==> config.mk <==
export PLATFORM = sky130hd
export DESIGN_NAME = fmli_div
export DESIGN_NICKNAME = d
export VERILOG_FILES = /design/src/hw/rtl/fmli_pkg.sv /design/src/hw/rtl/fmli_div.sv
export SDC_FILE = /design/constraint.sdc
export NUM_CORES = 1
export LEC_CHECK = 0
export ABC_AREA = 1
export BUFFER_PORTS_ARGS = -buffer_cell sky130_fd_sc_hd__buf_2
export CAP_MARGIN = 20
export CORE_ASPECT_RATIO = 1.4
export CORE_MARGIN = 2
export CORE_UTILIZATION = 50
export CTS_CLUSTER_SIZE = 14
export DETAILED_ROUTE_END_ITERATION = 12
export PLACE_DENSITY = 0.73
export SKIP_CTS_REPAIR_TIMING = 1
export SYNTH_ARGS = -nofsm -noshare
export SYNTH_HDL_FRONTEND = slang
export SYNTH_SLANG_ARGS = --single-unit
==> constraint.sdc <==
create_clock -name clock -period 4.93 [get_ports clock]
set_clock_uncertainty 0.05 [all_clocks]
set_input_delay 0.493 -clock clock [delete_from_list [all_inputs] [get_ports clock]]
set_output_delay 0.493 -clock clock [all_outputs]
set_load 0.005 [all_outputs]
==> src/hw/rtl/fmli_pkg.sv <==
// fmli_pkg: shared types and constants of the field map linear interpolator
// no dependencies; used by fmli_div and field_map_linear_interpolator
`default_nettype none

package fmli_pkg;

   localparam int unsigned DATA_W    = 32;
   localparam int unsigned CSR_IDX_W = 4;

   // request command codes
   localparam logic [1:0] CMD_CLEAR  = 2'd0;
   localparam logic [1:0] CMD_APPEND = 2'd1;
   localparam logic [1:0] CMD_QUERY  = 2'd2;

   // register indexes
   localparam logic [CSR_IDX_W-1:0] CSR_MAGNET_CENTER = 4'd0;
   localparam logic [CSR_IDX_W-1:0] CSR_FIELD_SCALE   = 4'd1;

   localparam logic signed [DATA_W-1:0] FIELD_SCALE_RESET = 32'sd65536;

   // interpolation fraction and output scaling shift
   localparam int unsigned FRAC_BITS  = 29;
   localparam int unsigned SCALE_BITS = 16;
   localparam int unsigned QUOT_W     = FRAC_BITS + 1;
   localparam int unsigned STEP_W     = $clog2(FRAC_BITS + 1);

   typedef struct packed {
      logic              start;
      logic [DATA_W-1:0] dividend;
      logic [DATA_W-1:0] divisor;
   } div_req_type;

   typedef struct packed {
      logic              done;
      logic [QUOT_W-1:0] quotient;
   } div_rsp_type;

endpackage

`default_nettype wire

==> src/hw/rtl/fmli_div.sv <==
// fmli_div: restoring divider for the segment fraction, floor(d * 2^29 / w) with d <= w
// one quotient bit per cycle; depends on fmli_pkg
`default_nettype none

module fmli_div (
   input  wire logic                  clock,
   input  wire logic                  reset,
   input  wire fmli_pkg::div_req_type req,
   output fmli_pkg::div_rsp_type      rsp
);

   logic                              busy_ff, busy_in;
   logic                              done_ff, done_in;
   logic [fmli_pkg::STEP_W-1:0]       cnt_ff, cnt_in;
   logic [fmli_pkg::DATA_W-1:0]       rem_ff, rem_in;
   logic [fmli_pkg::DATA_W-1:0]       dvs_ff, dvs_in;
   logic [fmli_pkg::QUOT_W-1:0]       quo_ff, quo_in;
   logic [fmli_pkg::DATA_W:0]         shifted;
   logic [fmli_pkg::DATA_W:0]         diff;
   logic                              start_ge;
   logic                              step_ge;

   assign shifted  = {rem_ff, 1'b0};
   assign diff     = shifted - {1'b0, dvs_ff};
   assign step_ge  = shifted >= {1'b0, dvs_ff};
   assign start_ge = req.dividend >= req.divisor;

   always_comb begin
      busy_in = busy_ff;
      done_in = 1'b0;
      cnt_in  = cnt_ff;
      rem_in  = rem_ff;
      dvs_in  = dvs_ff;
      quo_in  = quo_ff;
      if (req.start) begin
         busy_in = 1'b1;
         cnt_in  = fmli_pkg::STEP_W'(fmli_pkg::FRAC_BITS);
         dvs_in  = req.divisor;
         rem_in  = start_ge ? (req.dividend - req.divisor) : req.dividend;
         quo_in  = fmli_pkg::QUOT_W'(start_ge);
      end else if (busy_ff) begin
         rem_in = step_ge ? diff[fmli_pkg::DATA_W-1:0] : shifted[fmli_pkg::DATA_W-1:0];
         quo_in = {quo_ff[fmli_pkg::QUOT_W-2:0], step_ge};
         cnt_in = cnt_ff - 1'b1;
         if (cnt_ff == fmli_pkg::STEP_W'(1)) begin
            busy_in = 1'b0;
            done_in = 1'b1;
         end
      end
   end

   always_ff @(posedge clock) begin
      if (reset) begin
         busy_ff <= 1'b0;
         done_ff <= 1'b0;
      end else begin
         busy_ff <= busy_in;
         done_ff <= done_in;
      end
   end

   always_ff @(posedge clock) begin
      cnt_ff <= cnt_in;
      rem_ff <= rem_in;
      dvs_ff <= dvs_in;
      quo_ff <= quo_in;
   end

   assign rsp.done     = done_ff;
   assign rsp.quotient = quo_ff;

endmodule

`default_nettype wire

==> impl_summary.log <==
[metrics] maximum number of pins on one net before global-route repair: 60
[metrics] RSZ-0062 raised after global routing: no
[metrics] Final Hold Fails: 0
[metrics] post-synthesis area per instance: 6.17 um2
[metrics] global route total overflow: 0
[metrics] data required time of the critical path: just under 5 ns
[metrics] flip-flop and latch count after synthesis: 101
[metrics] Arr. time, crit path: 3.23 ns
[metrics] VDD IR max: 153 uV
[metrics] final-report max-slew violation count: 0
[metrics] last weighted congestion value of the routability-driven placer: 0.960
[metrics] area occupied by multi-input gates: approximately 5500 um2
[metrics] via count: 9555
[metrics] minimum period implied by the final worst setup slack: 3.21 ns
[metrics] worst setup slack after placement: 1.45 ns
[metrics] sequential standard cell area: 2670 um2
[metrics] fraction of layout instances using a drive strength above 1: 0.0905
[metrics] overall die width: 121 um
[metrics] I/O pin cnt: a little under 100
[metrics] Routed Antenna Nets: 0
[metrics] post-layout net count: 1765
[metrics] violation count after the first detailed-routing iteration: 644
[metrics] final routed wirelength across all metal layers: 27.7 mm
[metrics] Core Footprint: 18600 um2
[metrics] WL met3: roughly 1.2 mm
[metrics] average routed wire per standard cell: 14.7 um
[metrics] Worst-Skew Late Latency: 0.35 ns
[metrics] Port-buffer cells: between 90 and 100
[metrics] Final TNS setup: 0 ns
[metrics] Max Cap Violations: 0
[metrics] final critical-path setup slack: 1.72 ns
[metrics] area of all placed cells without fillers: about 10000 um2
[metrics] htree depth: 3
[metrics] top routing layer used: met4
[metrics] placement-stage cell area: around 10000 um2
[metrics] clock root cell: sky130_fd_sc_hd__clkbuf_16
[metrics] biggest fanout along the worst timing path: 32
[metrics] synth unique cells: 39
[metrics] share of the clock period used by the worst path after layout: 0.651
[metrics] Starting Density: 0.512
[metrics] sequential fraction of the synthesis area: 0.281
[metrics] synthesis-to-layout area growth: 10.1%
[metrics] clock net sink count: slightly above 100
[metrics] start-to-end type of the worst setup path: reg2reg
[metrics] peak clock frequency supported by timing: 312 MHz
[metrics] CTS clock-pin slew for the worst setup and hold paths: 0.08 ns
[metrics] GRT Overall Usage: 0.279
[metrics] startpoint types: flip-flop
[metrics] Post-Synthesis Cell Area: 9530 um2
[metrics] async set-reset flop share out of synthesis: 0
[metrics] number of enable-type register cells in the synthesized netlist: 65
[metrics] number of buffers inserted during clock tree synthesis: 9
[metrics] Synth Net Count: 1679
[metrics] global-route wire length before repair: 44.5 mm
[metrics] LEAKAGE: around 5.8 nW
[metrics] CTS tree: yes
[metrics] half-perimeter wire length after detailed placement: 22.9 mm
[metrics] worst slew pin tran: between 0.9 and 1 ns
[metrics] power per unit of standard cell area: 358 nW/um2
[metrics] number of buffers between clock root and the deepest sink: 2
[metrics] Hold Path Class: in2reg
[metrics] antenna fix cells: 0
[metrics] detailed-routing iteration count for the pre-antenna-repair pass: 5
[metrics] DP Cell Count: 1863
[metrics] via count of the first global-routing pass: 9070
[metrics] fillcell total: 1987
[metrics] number of remaining DRC errors: 0
[metrics] final cell count without fillers: around 1900
[metrics] worst-case headroom to the max-slew limit: 0.343
[metrics] final number of setup-violating endpoints: 0
[metrics] number of antenna violations at the first check in global routing: 0
[metrics] detail-routed via count per cell: 5.09
[metrics] Warnings, synthesis: 0
[metrics] Die ar.: 20200 um2
[metrics] M1 WL: about 12 mm
[metrics] predominant post-synthesis flop cell: sky130_fd_sc_hd__edfxtp_1
[metrics] type of destination of the critical path: flip-flop
[metrics] Die Y-Extent: 167 um
[metrics] outcome: finished, final reports clean
[metrics] number of rows in the core area: 59
[metrics] post-synthesis cell count: 1544
[metrics] Met2 Routed Length: 13.2 mm
==> registers in the layout, indices dropped and copies added, names as in the netlist <==
register,cells
busy_ff,1
cnt_ff,5
done_ff,1
dvs_ff,32
quo_ff,30
rem_ff,32
==> cell usage after synthesis (7+ instances only) <==
cell,n,share of area
sky130_fd_sc_hd__nand2_2,8,0.0053
sky130_fd_sc_hd__a21oi_1,44,0.023
sky130_fd_sc_hd__dfxtp_1,36,0.076
sky130_fd_sc_hd__o21ai_0,14,0.0074
sky130_fd_sc_hd__edfxtp_1,65,0.20
sky130_fd_sc_hd__ha_1,66,0.087
sky130_fd_sc_hd__nand2_1,548,0.22
sky130_fd_sc_hd__nor2_1,152,0.060
sky130_fd_sc_hd__inv_1,314,0.12
sky130_fd_sc_hd__nor2_2,7,0.0046
sky130_fd_sc_hd__nand3_1,120,0.063
sky130_fd_sc_hd__xnor2_1,27,0.025
sky130_fd_sc_hd__nor3_1,7,0.0037
sky130_fd_sc_hd__nand4_1,17,0.011
sky130_fd_sc_hd__o21bai_1,8,0.0063
sky130_fd_sc_hd__clkbuf_1,11,0.0043
sky130_fd_sc_hd__nand3b_1,24,0.019
sky130_fd_sc_hd__o22ai_1,28,0.018
==> critical path, stage by stage, from the launching register on <==
cell and delay, ns:
sky130_fd_sc_hd__edfxtp_1 0.41, sky130_fd_sc_hd__ha_1 0.52, sky130_fd_sc_hd__nand2_1 0.17, sky130_fd_sc_hd__nor2_1 0.20
sky130_fd_sc_hd__nand2_1 0.11, sky130_fd_sc_hd__nor2_1 0.13, sky130_fd_sc_hd__nand2_2 0.06, sky130_fd_sc_hd__buf_4 0.23
sky130_fd_sc_hd__nand2_4 0.36, sky130_fd_sc_hd__nand2_2 0.19, sky130_fd_sc_hd__o21ai_0 0.48
==> per-layer routing <==
| layer | global-route usage | vias up |
|---|---|---|
| met5 | 0 | - |
| met4 | 0.144 | 0 |
| met3 | 0.0184 | 75 |
| met2 | 0.469 | 268 |
| met1 | 0.359 | 4250 |
| li1 | - | 4962 |
==> kinds of logic after synthesis <==
| logic type | Yosys count | share of synthesized area |
|---|---|---|
| simple gates | 895 | 0.395 |
| xor+xnor | 29 | 0.0267 |
| flops | 101 | 0.281 |
| compound gates | 105 | 0.0632 |
| buf+inv | 346 | 0.144 |
| fa+ha+maj | 68 | 0.0909 |
==> layout make-up <==
cell class | count | area share
Clock buffer | 11 | 0.0242
Tap cell | 244 | 0.0291
Clock inverter | 5 | 0.00453
Multi-Input combinational cell | 1097 | 0.523
Timing Repair Buffer | 102 | 0.0499
Inverter | 319 | 0.114
Sequential cell | 101 | 0.255
==> metrics by stage <==
stage          hold WS, ns   util  total power, mW
2_1_floorplan        0.394      -             2.54
3_3_place_gp         0.410  0.548             2.98
3_5_place_dp         0.417  0.548             3.00
4_1_cts              0.247  0.564             3.75
5_1_grt              0.264  0.564             4.04
6_report             0.259  0.564             3.75
==> cell usage in the layout (no fill, tap or decap), types with 2 or more instances in the layout <==
cell type and count:
sky130_fd_sc_hd__clkbuf_16 10, sky130_fd_sc_hd__nand4_1 17, sky130_fd_sc_hd__inv_1 314, sky130_fd_sc_hd__nand2_1 547, sky130_fd_sc_hd__o22ai_1 28, sky130_fd_sc_hd__nand2_2 9, sky130_fd_sc_hd__nor3_1 7, sky130_fd_sc_hd__inv_8 2
sky130_fd_sc_hd__a21o_1 4, sky130_fd_sc_hd__buf_4 5, sky130_fd_sc_hd__nand2_4 2, sky130_fd_sc_hd__edfxtp_1 65, sky130_fd_sc_hd__o21bai_1 8, sky130_fd_sc_hd__ha_1 66, sky130_fd_sc_hd__inv_2 5, sky130_fd_sc_hd__nor2_4 3
sky130_fd_sc_hd__dfxtp_1 36, sky130_fd_sc_hd__a21oi_1 44, sky130_fd_sc_hd__fa_1 2, sky130_fd_sc_hd__nand3b_1 24, sky130_fd_sc_hd__o21ai_1 3, sky130_fd_sc_hd__nand3_1 120, sky130_fd_sc_hd__xor2_1 2, sky130_fd_sc_hd__nor2_2 7
sky130_fd_sc_hd__o21a_1 3, sky130_fd_sc_hd__o21ai_0 14, sky130_fd_sc_hd__xnor2_1 27, sky130_fd_sc_hd__buf_2 97, sky130_fd_sc_hd__nor2_1 152
==> report_power, final <==
group	switching, mW	total, mW	internal (mW)
Sequential	0.0588	1.11	1.05
Clock	0.352	0.736	0.384
Combinational	1.24	1.91	0.665
Total	1.66	3.75	2.10
==> path summary, 6_finish.rpt <==
kind              start   endpoint  slack, ns  depth (start not counted)
max          rem_ff[27]  rem_ff[0]       1.72                         10
min               reset    done_ff       0.26                          2
min reg2reg   cnt_ff[4]  cnt_ff[4]       0.43                          1
max reg2reg  rem_ff[27]  rem_ff[0]       1.72                         10
(Power assumes the default switching activity.)
